===== config.mk =====
export PLATFORM = sky130hd
export DESIGN_NAME = adc_resistance_ascii_reporter_unit
export DESIGN_NICKNAME = d
export VERILOG_FILES = /design/src/rtl/core/adc_rar_pkg.sv /design/src/rtl/core/adc_rar_front.sv /design/src/rtl/core/adc_rar_queue.sv /design/src/rtl/core/adc_rar_back.sv /design/src/rtl/core/adc_resistance_ascii_reporter_unit.sv
export VERILOG_INCLUDE_DIRS = /design/src /design/src/rtl/core
export SDC_FILE = /design/constraint.sdc
export NUM_CORES = 1
export LEC_CHECK = 0
export BUFFER_PORTS_ARGS = -buffer_cell sky130_fd_sc_hd__buf_4
export CORE_MARGIN = 4
export CORE_UTILIZATION = 49
export CTS_CLUSTER_SIZE = 14
export DETAILED_ROUTE_END_ITERATION = 10
export PLACE_DENSITY = 0.66
export SLEW_MARGIN = 20
export SYNTH_ARGS = -nofsm -noshare
export SYNTH_HDL_FRONTEND = slang
export SYNTH_SLANG_ARGS = --single-unit

===== constraint.sdc =====
create_clock -name clk -period 6.9 [get_ports clk]
set_input_delay 1.035 -clock clk [delete_from_list [all_inputs] [get_ports clk]]
set_output_delay 1.035 -clock clk [all_outputs]
set_load 0.01 [all_outputs]

===== src/rtl/core/adc_resistance_ascii_reporter_unit_defines.svh =====
// assertion macros shared by the reporter rtl
`ifndef ADC_RESISTANCE_ASCII_REPORTER_UNIT_DEFINES_SVH
`define ADC_RESISTANCE_ASCII_REPORTER_UNIT_DEFINES_SVH

// same-cycle implication, checked outside reset
`define ADC_RAR_ASSERT_NOW(label, ante, cons, msg) \
	label: assert property (@(posedge clk) disable iff (!arst_n) (ante) |-> (cons)) \
		else $error(msg);

// next-cycle implication, checked outside reset
`define ADC_RAR_ASSERT_NEXT(label, ante, cons, msg) \
	label: assert property (@(posedge clk) disable iff (!arst_n) (ante) |=> (cons)) \
		else $error(msg);

`endif


===== src/rtl/core/adc_rar_pkg.sv =====
// types, constants and lookup functions shared by the reporter modules
package adc_rar_pkg;

	localparam int SAMPLE_W = 12;
	localparam int REQ_W    = 7;
	localparam int VOLT_W   = 6;
	localparam int BCD_W    = 20;
	localparam int NDIG_W   = 3;
	localparam int IDX_W    = 4;

	localparam int Q_DEPTH  = 2;
	localparam int Q_PTR_W  = $clog2(Q_DEPTH);
	localparam int Q_CNT_W  = $clog2(Q_DEPTH + 1);

	localparam logic [REQ_W-1:0] REQ_MEASURE = 7'h31;
	localparam logic [7:0] CH_ZERO = 8'h30;
	localparam logic [7:0] CH_CR   = 8'h0D;
	localparam logic [7:0] CH_LF   = 8'h0A;
	localparam logic [IDX_W-1:0] MSG_LEN = 4'd11;
	localparam logic [VOLT_W-1:0] VOLT_SAT = 6'd31;

	typedef struct packed {
		logic                report;
		logic                err;
		logic [BCD_W-1:0]    bcd;
		logic [NDIG_W-1:0]   ndig;
	} job_t;

	// resistance for each tenth-of-volt step, in packed bcd
	function automatic logic [BCD_W-1:0] volt_to_bcd(input logic [VOLT_W-1:0] v);
		logic [BCD_W-1:0] r;
		case (v)
			6'd1:  r = 20'h00062;
			6'd2:  r = 20'h00129;
			6'd3:  r = 20'h00200;
			6'd4:  r = 20'h00277;
			6'd5:  r = 20'h00357;
			6'd6:  r = 20'h00444;
			6'd7:  r = 20'h00540;
			6'd8:  r = 20'h00645;
			6'd9:  r = 20'h00769;
			6'd10: r = 20'h00869;
			6'd11: r = 20'h01000;
			6'd12: r = 20'h01176;
			6'd13: r = 20'h01333;
			6'd14: r = 20'h01538;
			6'd15: r = 20'h01666;
			6'd16: r = 20'h02000;
			6'd17: r = 20'h02222;
			6'd18: r = 20'h02500;
			6'd19: r = 20'h02857;
			6'd20: r = 20'h03333;
			6'd21: r = 20'h04000;
			6'd22: r = 20'h04000;
			6'd23: r = 20'h05000;
			6'd24: r = 20'h06666;
			6'd25: r = 20'h06666;
			6'd26: r = 20'h10000;
			6'd27: r = 20'h10000;
			6'd28: r = 20'h20000;
			6'd29: r = 20'h20000;
			6'd30: r = 20'h20000;
			default: r = '0;
		endcase
		return r;
	endfunction

	// "No action" CR LF
	function automatic logic [7:0] msg_char(input logic [IDX_W-1:0] idx);
		logic [7:0] c;
		case (idx)
			4'd0:  c = 8'h4E;
			4'd1:  c = 8'h6F;
			4'd2:  c = 8'h20;
			4'd3:  c = 8'h61;
			4'd4:  c = 8'h63;
			4'd5:  c = 8'h74;
			4'd6:  c = 8'h69;
			4'd7:  c = 8'h6F;
			4'd8:  c = 8'h6E;
			4'd9:  c = CH_CR;
			default: c = CH_LF;
		endcase
		return c;
	endfunction

endpackage


===== src/rtl/core/adc_rar_front.sv =====
// front end: takes items, keeps request and offset, turns a poll into a report or no-action job
module adc_rar_front import adc_rar_pkg::*; (
	input  logic                clk,
	input  logic                arst_n,
	input  logic                cfg_valid,
	output logic                cfg_ready,
	input  logic [SAMPLE_W-1:0] cfg_data,
	input  logic                in_valid,
	output logic                in_stall,
	input  logic                cmd,
	input  logic [7:0]          rx_byte,
	input  logic                adc_ready,
	input  logic [SAMPLE_W-1:0] adc_sample,
	input  logic                q_full,
	output logic                q_push,
	output job_t                q_wdata
);

	logic [REQ_W-1:0]    request_char_q;
	logic [SAMPLE_W-1:0] cal_offset_q;
	logic                accept;
	logic [SAMPLE_W-1:0] diff;
	logic [17:0]         scaled;
	logic [VOLT_W-1:0]   volt;
	logic [BCD_W-1:0]    bcd;
	logic                measure;

	assign cfg_ready = 1'b1;
	assign in_stall  = q_full;
	assign accept    = in_valid && !in_stall;

	always_ff @(posedge clk or negedge arst_n) begin
		if (!arst_n) begin
			request_char_q <= '0;
			cal_offset_q   <= '0;
		end else begin
			if (cfg_valid && cfg_ready)
				cal_offset_q <= cfg_data;
			if (accept && !cmd)
				request_char_q <= rx_byte[REQ_W-1:0];
		end
	end

	// v = d*330/40960 = d*33/4096
	assign diff    = (adc_sample > cal_offset_q) ? adc_sample - cal_offset_q : '0;
	assign scaled  = {1'b0, diff, 5'b0} + {6'b0, diff};
	assign volt    = scaled[17:12];
	assign bcd     = volt_to_bcd(volt);
	assign measure = adc_ready && (request_char_q == REQ_MEASURE);

	always_comb begin
		q_wdata        = '0;
		q_wdata.report = measure;
		q_wdata.err    = measure && ((volt == '0) || (volt >= VOLT_SAT));
		q_wdata.bcd    = bcd;
		if (bcd[19:16] != 4'd0)
			q_wdata.ndig = 3'd5;
		else if (bcd[15:12] != 4'd0)
			q_wdata.ndig = 3'd4;
		else if (bcd[11:8] != 4'd0)
			q_wdata.ndig = 3'd3;
		else if (bcd[7:4] != 4'd0)
			q_wdata.ndig = 3'd2;
		else
			q_wdata.ndig = 3'd1;
	end

	assign q_push = accept && cmd;

endmodule


===== src/rtl/core/adc_rar_queue.sv =====
// short job queue between front and back ends
`include "adc_resistance_ascii_reporter_unit_defines.svh"
module adc_rar_queue import adc_rar_pkg::*; (
	input  logic clk,
	input  logic arst_n,
	input  logic push,
	input  job_t wdata,
	output logic full,
	input  logic pop,
	output job_t rdata,
	output logic empty
);

	job_t                entry_q [Q_DEPTH];
	logic [Q_PTR_W-1:0]  wr_ptr_q;
	logic [Q_PTR_W-1:0]  rd_ptr_q;
	logic [Q_CNT_W-1:0]  count_q;
	logic                do_push;
	logic                do_pop;

	assign full    = (count_q == Q_CNT_W'(Q_DEPTH));
	assign empty   = (count_q == '0);
	assign do_push = push && !full;
	assign do_pop  = pop && !empty;
	assign rdata   = entry_q[rd_ptr_q];

	always_ff @(posedge clk) begin
		if (do_push)
			entry_q[wr_ptr_q] <= wdata;
	end

	always_ff @(posedge clk or negedge arst_n) begin
		if (!arst_n) begin
			wr_ptr_q <= '0;
			rd_ptr_q <= '0;
			count_q  <= '0;
		end else begin
			if (do_push)
				wr_ptr_q <= (wr_ptr_q == Q_PTR_W'(Q_DEPTH - 1)) ? '0 : wr_ptr_q + 1'b1;
			if (do_pop)
				rd_ptr_q <= (rd_ptr_q == Q_PTR_W'(Q_DEPTH - 1)) ? '0 : rd_ptr_q + 1'b1;
			case ({do_push, do_pop})
				2'b10:   count_q <= count_q + 1'b1;
				2'b01:   count_q <= count_q - 1'b1;
				default: count_q <= count_q;
			endcase
		end
	end

	`ADC_RAR_ASSERT_NOW(a_q_bound, 1'b1, count_q <= Q_CNT_W'(Q_DEPTH), "queue count over depth")
	`ADC_RAR_ASSERT_NEXT(a_q_fill, push && !full && !pop, !empty, "queue empty after push")

endmodule


===== src/rtl/core/adc_rar_back.sv =====
// back end: walks a job one character per unstalled cycle into the output register
`include "adc_resistance_ascii_reporter_unit_defines.svh"
module adc_rar_back import adc_rar_pkg::*; (
	input  logic       clk,
	input  logic       arst_n,
	input  logic       q_empty,
	input  job_t       q_rdata,
	output logic       q_pop,
	output logic       out_valid,
	input  logic       out_stall,
	output logic [7:0] text_char,
	output logic       last_char,
	output logic       range_error
);

	typedef enum logic {ST_IDLE, ST_EMIT} state_t;

	state_t           state_q;
	job_t             job_q;
	logic [IDX_W-1:0] idx_q;
	logic             out_valid_q;
	logic [7:0]       char_q;
	logic             last_q;
	logic             err_q;
	logic             load_ok;
	logic [IDX_W-1:0] len;
	logic [NDIG_W-1:0] pos;
	logic [3:0]       nib;
	logic [7:0]       next_char;
	logic             next_last;

	assign load_ok = !out_valid_q || !out_stall;
	assign q_pop   = (state_q == ST_IDLE) && !q_empty;

	assign len = job_q.report ? {1'b0, job_q.ndig} + 4'd2 : MSG_LEN;
	assign pos = job_q.ndig - 3'd1 - idx_q[NDIG_W-1:0];

	always_comb begin
		case (pos)
			3'd0:    nib = job_q.bcd[3:0];
			3'd1:    nib = job_q.bcd[7:4];
			3'd2:    nib = job_q.bcd[11:8];
			3'd3:    nib = job_q.bcd[15:12];
			3'd4:    nib = job_q.bcd[19:16];
			default: nib = 4'd0;
		endcase
	end

	always_comb begin
		next_last = (idx_q == len - 4'd1);
		if (!job_q.report)
			next_char = msg_char(idx_q);
		else if (idx_q < {1'b0, job_q.ndig})
			next_char = CH_ZERO + {4'd0, nib};
		else if (idx_q == {1'b0, job_q.ndig})
			next_char = CH_CR;
		else
			next_char = CH_LF;
	end

	always_ff @(posedge clk or negedge arst_n) begin
		if (!arst_n) begin
			state_q     <= ST_IDLE;
			idx_q       <= '0;
			out_valid_q <= 1'b0;
		end else begin
			if (!out_stall)
				out_valid_q <= 1'b0;
			case (state_q)
				ST_IDLE: begin
					if (!q_empty) begin
						idx_q   <= '0;
						state_q <= ST_EMIT;
					end
				end
				ST_EMIT: begin
					if (load_ok) begin
						out_valid_q <= 1'b1;
						idx_q       <= idx_q + 1'b1;
						if (next_last)
							state_q <= ST_IDLE;
					end
				end
				default: state_q <= ST_IDLE;
			endcase
		end
	end

	// payload registers
	always_ff @(posedge clk) begin
		if (q_pop)
			job_q <= q_rdata;
		if (state_q == ST_EMIT && load_ok) begin
			char_q <= next_char;
			last_q <= next_last;
			err_q  <= job_q.err;
		end
	end

	assign out_valid   = out_valid_q;
	assign text_char   = char_q;
	assign last_char   = last_q;
	assign range_error = err_q;

	`ADC_RAR_ASSERT_NOW(a_last_lf, out_valid_q && last_q, char_q == CH_LF,
		"last character is not a line feed")
	`ADC_RAR_ASSERT_NOW(a_err_text, out_valid_q && err_q,
		char_q == CH_ZERO || char_q == CH_CR || char_q == CH_LF,
		"error report holds a character other than zero, cr, lf")

endmodule


===== src/rtl/core/adc_resistance_ascii_reporter_unit.sv =====
// top level of the adc resistance ascii reporter
//
//  channel  | handshake           | payload
//  ---------+---------------------+------------------------------------------
//  config   | cfg_valid/cfg_ready | cfg_data (cal_offset)
//  input    | in_valid/in_stall   | cmd, rx_byte, adc_ready, adc_sample
//  output   | out_valid/out_stall | text_char, last_char, range_error
//
// a serial byte only updates the request character and gives no output
// a poll request becomes a job in the front end and is queued for the back end,
//   which sends digits + 2 characters for a report (3..7) or 11 for no action
// the back end emits one character per cycle when not stalled; a two-entry job
//   queue lets the front end keep taking requests while a line is still going out
// in_stall is high while the job queue is full; out_stall freezes the output register
// reset clears request character, offset, queue and back-end state
module adc_resistance_ascii_reporter_unit import adc_rar_pkg::*; (
	input  logic                clk,
	input  logic                arst_n,
	input  logic                cfg_valid,
	output logic                cfg_ready,
	input  logic [SAMPLE_W-1:0] cfg_data,
	input  logic                in_valid,
	output logic                in_stall,
	input  logic                cmd,
	input  logic [7:0]          rx_byte,
	input  logic                adc_ready,
	input  logic [SAMPLE_W-1:0] adc_sample,
	output logic                out_valid,
	input  logic                out_stall,
	output logic [7:0]          text_char,
	output logic                last_char,
	output logic                range_error
);

	logic q_full;
	logic q_empty;
	logic q_push;
	logic q_pop;
	job_t q_wdata;
	job_t q_rdata;

	adc_rar_front u_front (
		.clk        (clk),
		.arst_n     (arst_n),
		.cfg_valid  (cfg_valid),
		.cfg_ready  (cfg_ready),
		.cfg_data   (cfg_data),
		.in_valid   (in_valid),
		.in_stall   (in_stall),
		.cmd        (cmd),
		.rx_byte    (rx_byte),
		.adc_ready  (adc_ready),
		.adc_sample (adc_sample),
		.q_full     (q_full),
		.q_push     (q_push),
		.q_wdata    (q_wdata)
	);

	adc_rar_queue u_queue (
		.clk    (clk),
		.arst_n (arst_n),
		.push   (q_push),
		.wdata  (q_wdata),
		.full   (q_full),
		.pop    (q_pop),
		.rdata  (q_rdata),
		.empty  (q_empty)
	);

	adc_rar_back u_back (
		.clk         (clk),
		.arst_n      (arst_n),
		.q_empty     (q_empty),
		.q_rdata     (q_rdata),
		.q_pop       (q_pop),
		.out_valid   (out_valid),
		.out_stall   (out_stall),
		.text_char   (text_char),
		.last_char   (last_char),
		.range_error (range_error)
	);

endmodule

# Word level (Yosys, flattened, before mapping)
# Memories as Yosys holds them, arrays and structs flattened. A register that Yosys moved wholly into a read port is not among the register bits.
# Cells that the tools add are included.
# totals
regBits	39
latchBits	0
ramBits	50
rom_bits	624
input_bits	39
out_inout_bits	13
memories	3
# classes
addsub	12
multipliers	0
div	0
magnitude_cmp	3
eq_ne	12
shifts	0
mux	26
bitwise_logic	1
n_reduce_logical	25
# mem_list
name	depth	word_bits	rd	rd_clocked_by_memory_dff	wr	line_no	text
(no name shown)	32	16	1	0	0	adc_rar_pkg.sv:32	case (v)
(no name shown)	16	7	1	0	0	adc_rar_pkg.sv:71	case (idx)
u_queue.entry_q	2	25	1	1	1	adc_rar_queue.sv:14	job_t entry_q [Q_DEPTH];
# ops
op	count
2-to-1 mux 20 bit	1
case mux 4 bit (5 select lines)	1
adder 17 x 12 -> 18 bit	1
2-to-1 mux 8 bit	2
nonzero test 4 bit	4
greater-than comparator 12 bit	1
2-to-1 mux 12 bit	1
2-to-1 mux 3 bit	4
2-to-1 mux 4 bit	3
subtractor 12 bit	1
2-to-1 mux 1 bit	10
logical AND 1 bit	9
case mux 4 bit (2 select lines)	1
adder 6 x 4 -> 7 bit (first input constant)	1
== test 7 x 6 -> 1 bit (second input constant)	1
== test 3 x 2 -> 1 bit (second input constant)	2
>= comparator 6 x 5 -> 1 bit (second input constant)	1
logical NOT 6 bit	1
logical NOT 1 bit	5
adder 3 x 2 -> 4 bit (second input constant)	1
adder 4 x 1 -> 4 bit (second input constant)	1
== test 2 bit (second input constant)	2
== test 4 x 3 -> 1 bit	1
== test 4 bit	1
other kinds (20)	23

# Depth between registers and ports, before layout
# Gate-level depths: netlist (run 1).
# An unclocked memory read counts as a cell.
# logic_depth
depth_word	10
ltp_mapped	25
mapped_depth_nobuf	24

# Hierarchy
# Synthesis (run 1) repeated with hierarchy kept, for this count alone.
# unflattened
hier_cells	617
hier_area_um2	7028.0
# modules_own_cells
mod	n_inst	cells_per_inst	area_each_um2	seq_area_each_um2
adc_rar_front	1	367	2925.3	475.5
adc_rar_queue	1	96	2102.0	1601.5
adc_rar_back	1	154	2000.7	1171.1

# Least setup slack after synthesis (run 1)
# No wires, ideal clock.
# synth_path
path_kind	input-to-reg
startpoint	input adc_sample[0]
endpoint	memory u_queue.entry_q[0][0] (netlist bit) (data pin)
setup_ns	0.263
arrival_ns	5.617
required_ns	6.637
path_slack_ns	1.020
stages	23
path_buffers	1
path_cell_list	inv_1 > ha_1 > fa_1 > nand2b_1 > a2111oi_0 > o31a_1 > nor2_2 > xor2_2 > nor2_1 > ha_1 > a21o_1 > a21oi_1 > o311ai_2 > and2_1 > buf_2 > xor2_1 > inv_1 > ha_1 > a22o_1 > a211o_1 > a32oi_1 > nand4b_1 > a211o_1
# synth_rtl
item	line_no	text
start, declared	adc_resistance_ascii_reporter_unit.sv:27	input logic [SAMPLE_W-1:0] adc_sample,
end, declared	adc_rar_queue.sv:14	

==> impl_results.md, run 1 <==
* Largest family of logic cells by synthesized area: compound AO/OA/AOI/OAI gates
* Final min period at approximately 6.4 ns
* Post-CTS Setup Bufs at 0
* Initial antenna violation count at 0
* Net Sw Power at 886.6 uW
* Hold Crit Depth at 0
* Clk pin slew, worst setup/hold paths at 0.07 ns
* Commonest cells post-synth: edfxtp_1, nand2_1, ha_1
* Worst r2r dst: u_queue.entry_q[0][0]$_DFFE_PP_
* Grt total ovfl at 0
* WS Path Type: in2reg
* CP Capture Type: register
* Status: completed
* Antenna cells at 0
* Slew headroom at 38.26%
* Critical path fanouts, max at 7
* R2r setup slk at 0.86 ns
* Top cells by area, synth: edfxtp_1, dfrtp_1, ha_1
* RSZ-0062 raised after global routing: no
* Skew final at 0.005749 ns
* Post-CTS sizing at 0
* Final hold viol count at 0
* CP Launch Type: input port
* Post-route setup slack at 0.4546 ns
* Place WS at between 0.2 and 0.25 ns
* Pleak at 2.780 nW
* Hold Path Sink: u_back.range_error$_DFFE_PP_
* Layout area overhead at 13.26%
* Clk Latency, worst-skew pair at 0.34 ns
* Net Sw Frac at 35.64%
* Count leader, synth: edfxtp_1
* EDFF count, synth at a little over 70
* Worst Tran Pin Value at 0.9261 ns
* Share of the clock period used by the worst path at between 90% and 100%
* Total number of vias at 4115
* RR Startpoint: u_front.cal_offset_q[0]$_DFFE_PN0P_
* Die Area at about 0.014 mm2
* Simple-gate share of the synthesized area at 11.57%
* Area leader, netlist: edfxtp_1
* Routed vias/inst at 5.614
* Cts hold-fix bufs at 0
* Gpl congestion at just under 0.9
* Worst EP arrival at 6.52 ns
* Post-synth top area share at 36.49%
* Worst R2R Path Depth at 21
* F_max at about 0.16 GHz
* Row Count at 39
* Predominant post-synthesis flop cell: edfxtp_1
* Layout Nets at about 670
* Pwr per Cell Area at 370.7 mW/mm2
* Hold Crit Start: u_back.job_q[23]$_DFFE_PP_
* Largest net degree at the start of global routing at 30
* Compound-Gate Fraction of Synth Area at around 14%
* Multiplexer share of the synthesized area at 7.116%
* Internal at 1.601 mW
* Synth Warn # at 0
* Routed len/inst at between 15 and 20 um
* Hold Crit Class: reg2reg
* Total GRT Usage at 17.26%
* DRT Pass-1 Iters at 5
* Synth Register Bits at ~100
* CTS sink count at 101
* Drc violations at 0
* Unique masters post-synth at 73
* Adder-cell area share of the yosys netlist at 9.544%
* Share of post-route cells with drive strength above 1 at 20.34%
* Core area at approximately 0.012 mm2
* Vias in the first global route at 4164
* Initial core utilization at 51.02%
* FFs w/ async S/R, synth at 28.71%
* Root buf cell: clkbuf_16
* HPWL Detailed at roughly 8500 um
* TritonCTS clock tree: built
* Clk buf depth at 2
* Mapped Area at 0.005926 mm2
* Mapped Cells at 540
* CP required at about 7 ns
* Mean Syn Cell Area at between 10 and 15 um2
* XOR/XNOR Fraction of Synth Area at 4.730%
* Setup TNS at 0 ns
* Register area share after synthesis at 48.73%
* Combinational share of power at 40.7%
* Syn nets at 623
* Drt initial violations at 365
* TritonCTS buffer count at 9
* Num ports at 52
* Clock Power Share at 20.3%
* Final wirelength at 11460 um
* Chip height at 118.0 um
* Die width at about 120 um
* Number of max-cap violations at 0
* VDD IR max at 149.5 uV
* Slew Viols, Final at 0
* Seq pwr share at around two fifths
* First-pass GRT wire length at 19980 um
* CTS H-Tree Depth at 3
* I/O Buffers at 48
* Final setup violation count at 0
* Routed Antenna Nets at 0
## cell usage in the layout, fill, tap and decap left out, types with 3 or more instances in the layout
cell,instances
nor2_2,3
nor4_1,3
nor3_1,9
dfrtp_1,29
nand2b_1,8
o22ai_1,5
edfxtp_1,72
and2_1,3
buf_4,54
nand3_1,9
xnor2_1,16
o21a_1,5
nand4b_1,3
a31oi_1,8
nor2b_1,3
xor2_1,11
nand4_1,5
o21ai_0,29
a21oi_1,29
ha_1,42
a21o_1,5
mux2_2,31
nor2_1,40
clkbuf_16,9
nand2_1,49
a22o_1,5
inv_1,36
mux2i_1,5
## metrics by stage
| step | instance area (um2) | util, % | instances | hold slack [ns] | power, mW |
|---|---|---|---|---|---|
| after CTS | 6711 | 57.79 | 733 | 0.4231 | 2.511 |
| after global routing | 6711 | 57.79 | 733 | 0.4452 | 2.674 |
| after floorplan | 5926 | - | 540 | 0.4003 | 1.721 |
| after global placement | 6411 | 55.20 | 717 | 0.4043 | 1.972 |
| final | 6711 | 57.79 | 733 | 0.4239 | 2.488 |
| after detailed placement | 6411 | 55.20 | 717 | 0.4070 | 2.000 |
## critical path, stage by stage
cell and delay [ns]:
buf_4 0.07, inv_1 0.03, ha_1 0.20, fa_1 0.39
nand2b_1 0.19, a2111oi_0 0.49, o31a_1 0.20, nor2_2 0.06
xor2_2 0.30, nor2_1 0.17, ha_1 0.35, a21o_1 0.11
a21oi_1 0.08, o311ai_2 0.10, and2_1 0.34, nand2_1 0.11
xnor2_1 0.48, inv_1 0.29, ha_1 0.36, o311a_1 0.38
a21oi_1 0.25, nand4b_1 0.18, a211o_1 0.35
## area by class of cell
class                      instances  area (um2)
timing repair buffer              54       405.4
tap                              143       178.9
fill                             972        4902
clock inverter                     5       67.56
sequential                       101        2888
multi-input combinational        380        2790
clock buffer                      11       232.7
inverter                          39       148.9
## sequential cells by signal (all words and copies together), names as in the netlist
name / cells
u_back.idx_q: 4
u_back.job_q: 21
u_back.last_char: 1
u_back.out_valid: 1
u_back.range_error: 1
u_back.state_q: 1
u_back.text_char: 7
u_front.cal_offset_q: 12
u_front.request_char_q: 7
u_queue.count_q: 2
u_queue.entry_q: 42
u_queue.rd_ptr_q: 1
u_queue.wr_ptr_q: 1
## power by group through the flow
| stage | Clock, mW | Sequential (mW) | Combinational (mW) |
|---|---|---|---|
| CTS | 0.518 | 0.974 | 1.02 |
| finish | 0.505 | 0.970 | 1.01 |
| global placement | 0 | 0.979 | 0.993 |
| global route | 0.545 | 0.994 | 1.14 |
| floorplan | 0 | 0.948 | 0.772 |
| detailed placement | 0 | 0.986 | 1.01 |
## per-layer routing
metal	GRT usage [%]	share of wire [%]	vias up
li1	-	-	2044
met1	21.51	44	1951
met2	30.22	51	105
met3	3.412	3.7	15
met4	5.348	1.5	0
met5	0	0	-
## how the worst max path moves through the flow
stage | startpoint | to | slack [ns] | cells past startpoint
3_5_place_dp | adc_sample[0] | u_queue.entry_q[1][0]$_DFFE_PP_ | 0.22 | 23
4_1_cts | adc_sample[0] | u_queue.entry_q[0][0]$_DFFE_PP_ | 0.57 | 23
2_1_floorplan | adc_sample[0] | u_queue.entry_q[0][0]$_DFFE_PP_ | 1.02 | 23
3_3_place_gp | adc_sample[0] | u_queue.entry_q[0][0]$_DFFE_PP_ | 0.34 | 23
6_report | adc_sample[0] | u_queue.entry_q[0][0]$_DFFE_PP_ | 0.45 | 23
5_1_grt | adc_sample[0] | u_queue.entry_q[1][0]$_DFFE_PP_ | 0.08 | 23
## cell families after synthesis
group           after synthesis
compound gates              123
xor+xnor                     29
fa+ha+maj                    44
buf+inv                      59
flops                       101
mux                          37
other cells                   2
simple gates                145
(Power assumes the default switching activity.)
==> run 2, diff against run 1 <==
ABC_AREA = 1   (was unset)
==> run 2 against run 1 <==
  * Sequential power down 4.3%
  * Sequential share of layout area about the same
  * Count of clock-buffer cells in the layout down 1
  * Wire length up 0.72%
==> impl_results.md, run 2 <==
* Most common cell after layout, fill and taps aside: nand2_1
* RR Startpoint: u_front.cal_offset_q[0]$_DFFE_PN0P_
* I/O Buffers at 48 (unchanged)
* Share of the clock period used by the worst path at 78.53% (-15 points)
* Internal at 1.428 mW (-11%)
* Commonest non-fill, non-tap cells in the layout: nand2_1, inv_1, edfxtp_1
* Total GRT Usage at 17.47% (+0.22 points)
* TritonCTS clock tree: built
* Syn nets at 753 (+21%)
* TritonCTS buffer count at 9 (unchanged)
* Pwr per Cell Area at 346.4 mW/mm2 (-6.5%)
* Initial core utilization at 50.98% (about the same)
* Post-CTS Setup Bufs at 0 (unchanged)
* Final wirelength at 11540 um (+0.72%)
* HPWL Detailed at 8708 um (+2.1%)
* Area leader, netlist: edfxtp_1
* Drt initial violations at 306 (-16%)
* Routed vias/inst at 5.065 (-9.8%)
* Max stage delay on crit path at 0.40 ns (-0.09 ns)
* Initial antenna violation count at 0 (unchanged)
* Routed Antenna Nets at 0 (unchanged)
* Root buf cell: clkbuf_16
* Total number of vias at 4391 (+6.7%)
* Slew Viols, Final at 0 (unchanged)
* VDD IR max at 141.1 uV (-5.6%)
* Mean Syn Cell Area at 8.874 um2 (-19%)
* First-pass GRT wire length at 20280 um (+1.5%)
* Die Area at 0.01396 mm2 (+0.31%)
* Cts hold-fix bufs at 0 (unchanged)
* Gpl congestion at 0.8864 (-0.53%)
* Skew final at 0.008969 ns (+0.003220 ns)
* Clk buf depth at 2 (unchanged)
* Vias in the first global route at 4397 (+5.6%)
* CTS sink count at 101 (unchanged)
* Multi-input gate area at 0.002634 mm2 (-5.6%)
* Commonest cells post-synth: nand2_1, inv_1, edfxtp_1
* Synth Warn # at 0 (unchanged)
* Number of max-cap violations at 0 (unchanged)
* Register area at 0.002888 mm2 (unchanged)
* CP Launch Type: input port
* Critical path fanouts, max at 9 (+2)
* Register area share after synthesis at 48.57% (-0.16 points)
* WS Path Type: in2reg
* DRT Pass-1 Iters at 4 (-1)
* Row Count at 39 (unchanged)
* Share of post-route cells with drive strength above 1 at 14.50% (-5.8 points)
* Post-route setup slack at 1.481 ns (+1.027 ns)
* Hold Crit Class: reg2reg
* Setup TNS at 0 ns (unchanged)
* Pleak at 3.226 nW (+16%)
* Worst Tran Pin Value at 0.7561 ns (-0.1699 ns)
* Post-synth top area share at 36.36% (-0.12 points)
* CP Capture Type: register
* Place WS at 1.135 ns (+0.9101 ns)
* Hold Crit Start: u_back.job_q[23]$_DFFE_PP_
* Crit path top cell by count: nand2_1
* Count leader, synth: nand2_1
* EDFF count, synth at 72 (unchanged)
* Die width at 118.2 um (+0.16%)
* Number of fill cells in the layout at 1042 (+7.2%)
* Unique masters post-synth at 47 (-36%)
* CP Launch Point: adc_sample[4]
* CP max stage cell: nor2_2
* Grt total ovfl at 0 (unchanged)
* CTS H-Tree Depth at 3 (unchanged)
* Drc violations at 0 (unchanged)
* Predominant post-synthesis flop cell: edfxtp_1
* Clock Power Share at 20.7% (+0.4 points)
* Net Sw Power at 896.4 uW (+1.1%)
* Max reg flops at 42 (unchanged)
* Seq pwr share at 39.9% (+0.9 points)
* Synth Register Bits at 101 (unchanged)
* Mapped Area at 0.005946 mm2 (+0.34%)
* Final hold viol count at 0 (unchanged)
* Clk Latency, worst-skew pair at 0.34 ns (about the same)
* Post-layout util at 57.54% (-0.25 points)
* CP required at 6.99 ns (about the same)
* Clk pin slew, worst setup/hold paths at 0.07 ns (about the same)
* Post-CTS sizing at 0 (unchanged)
* Routed len/inst at 13.31 um (-15%)
* Slew headroom at 49.59% (+11 points)
* Final setup violation count at 0 (unchanged)
* Status: completed
* Combinational share of power at 39.4% (-1.3 points)
* Worst EP arrival at 5.51 ns (-1.01 ns)
* FFs w/ async S/R, synth at 28.71% (unchanged)
* Num ports at 52 (unchanged)
* Top reg by flops: u_queue.entry_q
* Top cells by area, synth: edfxtp_1, nand2_1, dfrtp_1
* Largest registers: u_queue.entry_q (42), u_back.job_q (21), u_front.cal_offset_q (12)
* Core area at 0.01166 mm2 (+0.42%)
* F_max at 0.1845 GHz (+19%)
* Largest net degree at the start of global routing at 30 (unchanged)
* Net Sw Frac at 38.56% (+2.9 points)
* Layout area overhead at 12.86%
* Design Power at 2.325 mW (-6.6%)
* Chip height at 118.2 um (+0.16%)
* Mapped Cells at 670 (+24%)
* Final min period at 5.419 ns (-1.027 ns)
* Antenna cells at 0 (unchanged)
* RSZ-0062 raised after global routing: no
* Layout Nets at 802 (+20%)
[run 2: routing by layer]
metal  up-vias  global-route usage (%)  routed length [um]  part of all wire [%]
met5         -                       0                   0                     0
met4         0                   5.348                 158                   1.4
met3        16                   3.677                 354                   3.1
met2        75                   31.05                5942                    51
met1      2001                   21.34                5088                    44
li1       2299                       -                   -                     -
[run 2: area by class of cell]
cell class / instances / area share [%]
sequential: 101 / 43.04
multi-input combinational: 464 / 39.25
timing repair buffer: 51 / 5.706
inverter: 92 / 5.146
clock buffer: 10 / 3.412
tap: 143 / 2.666
clock inverter: 6 / 0.7831
[run 2: per-stage QoR]
stage | hold slack, ns | instances | area (um2)
after global placement | 0.4096 | 851 | 6429
after floorplan | 0.4003 | 670 | 5946
final | 0.4151 | 867 | 6710
after detailed placement | 0.4111 | 851 | 6429
after CTS | 0.4207 | 867 | 6710
after global routing | 0.4338 | 867 | 6710
[run 2: path summary, 6_finish.rpt]
kind	end	cells after the start	slack, ns
min in group asynchronous	u_front.cal_offset_q[2]$_DFFE_PN0P_	1	0.61
hold / removal	u_back.range_error$_DFFE_PP_	0	0.42
max in group asynchronous	u_queue.count_q[0]$_DFFE_PN0P_	1	6.02
setup / recovery	u_queue.entry_q[0][0]$_DFFE_PP_	31	1.48
hold reg to reg	u_back.range_error$_DFFE_PP_	0	0.42
setup reg to reg	u_queue.entry_q[0][0]$_DFFE_PP_	33	1.89
[run 2: power groups by stage]
stage | Combinational [mW] | Clock [mW] | Sequential [mW]
6_report | 0.916 | 0.480 | 0.928
5_1_grt | 1.05 | 0.518 | 0.946
4_1_cts | 0.921 | 0.494 | 0.929
3_5_place_dp | 0.916 | 0 | 0.941
3_3_place_gp | 0.889 | 0 | 0.938
2_1_floorplan | 0.686 | 0 | 0.919
[run 2: worst max-delay path, delay by kind of cell]
kind / cells / cell delay (ns)
AND/OR/NAND/NOR: 18 / 2.20
buffers and inverters: 6 / 0.64
adder cells (fa/ha/maj): 3 / 0.88
AO/OA/AOI/OAI: 4 / 0.77
[run 2: logic make-up (layout without fill, tap and decap cells)]
kind of cell | Yosys count | in the layout | share of synthesized area, %
simple gates | 323 | 323 | 23.95
buf+inv | 105 | 159 | 7.197
flops | 101 | 101 | 48.57
compound gates | 75 | 75 | 7.450
fa+ha+maj | 44 | 44 | 9.512
xor+xnor | 14 | 14 | 2.062
mux | 6 | 6 | 1.136
other cells | 2 | 2 | 0.1263
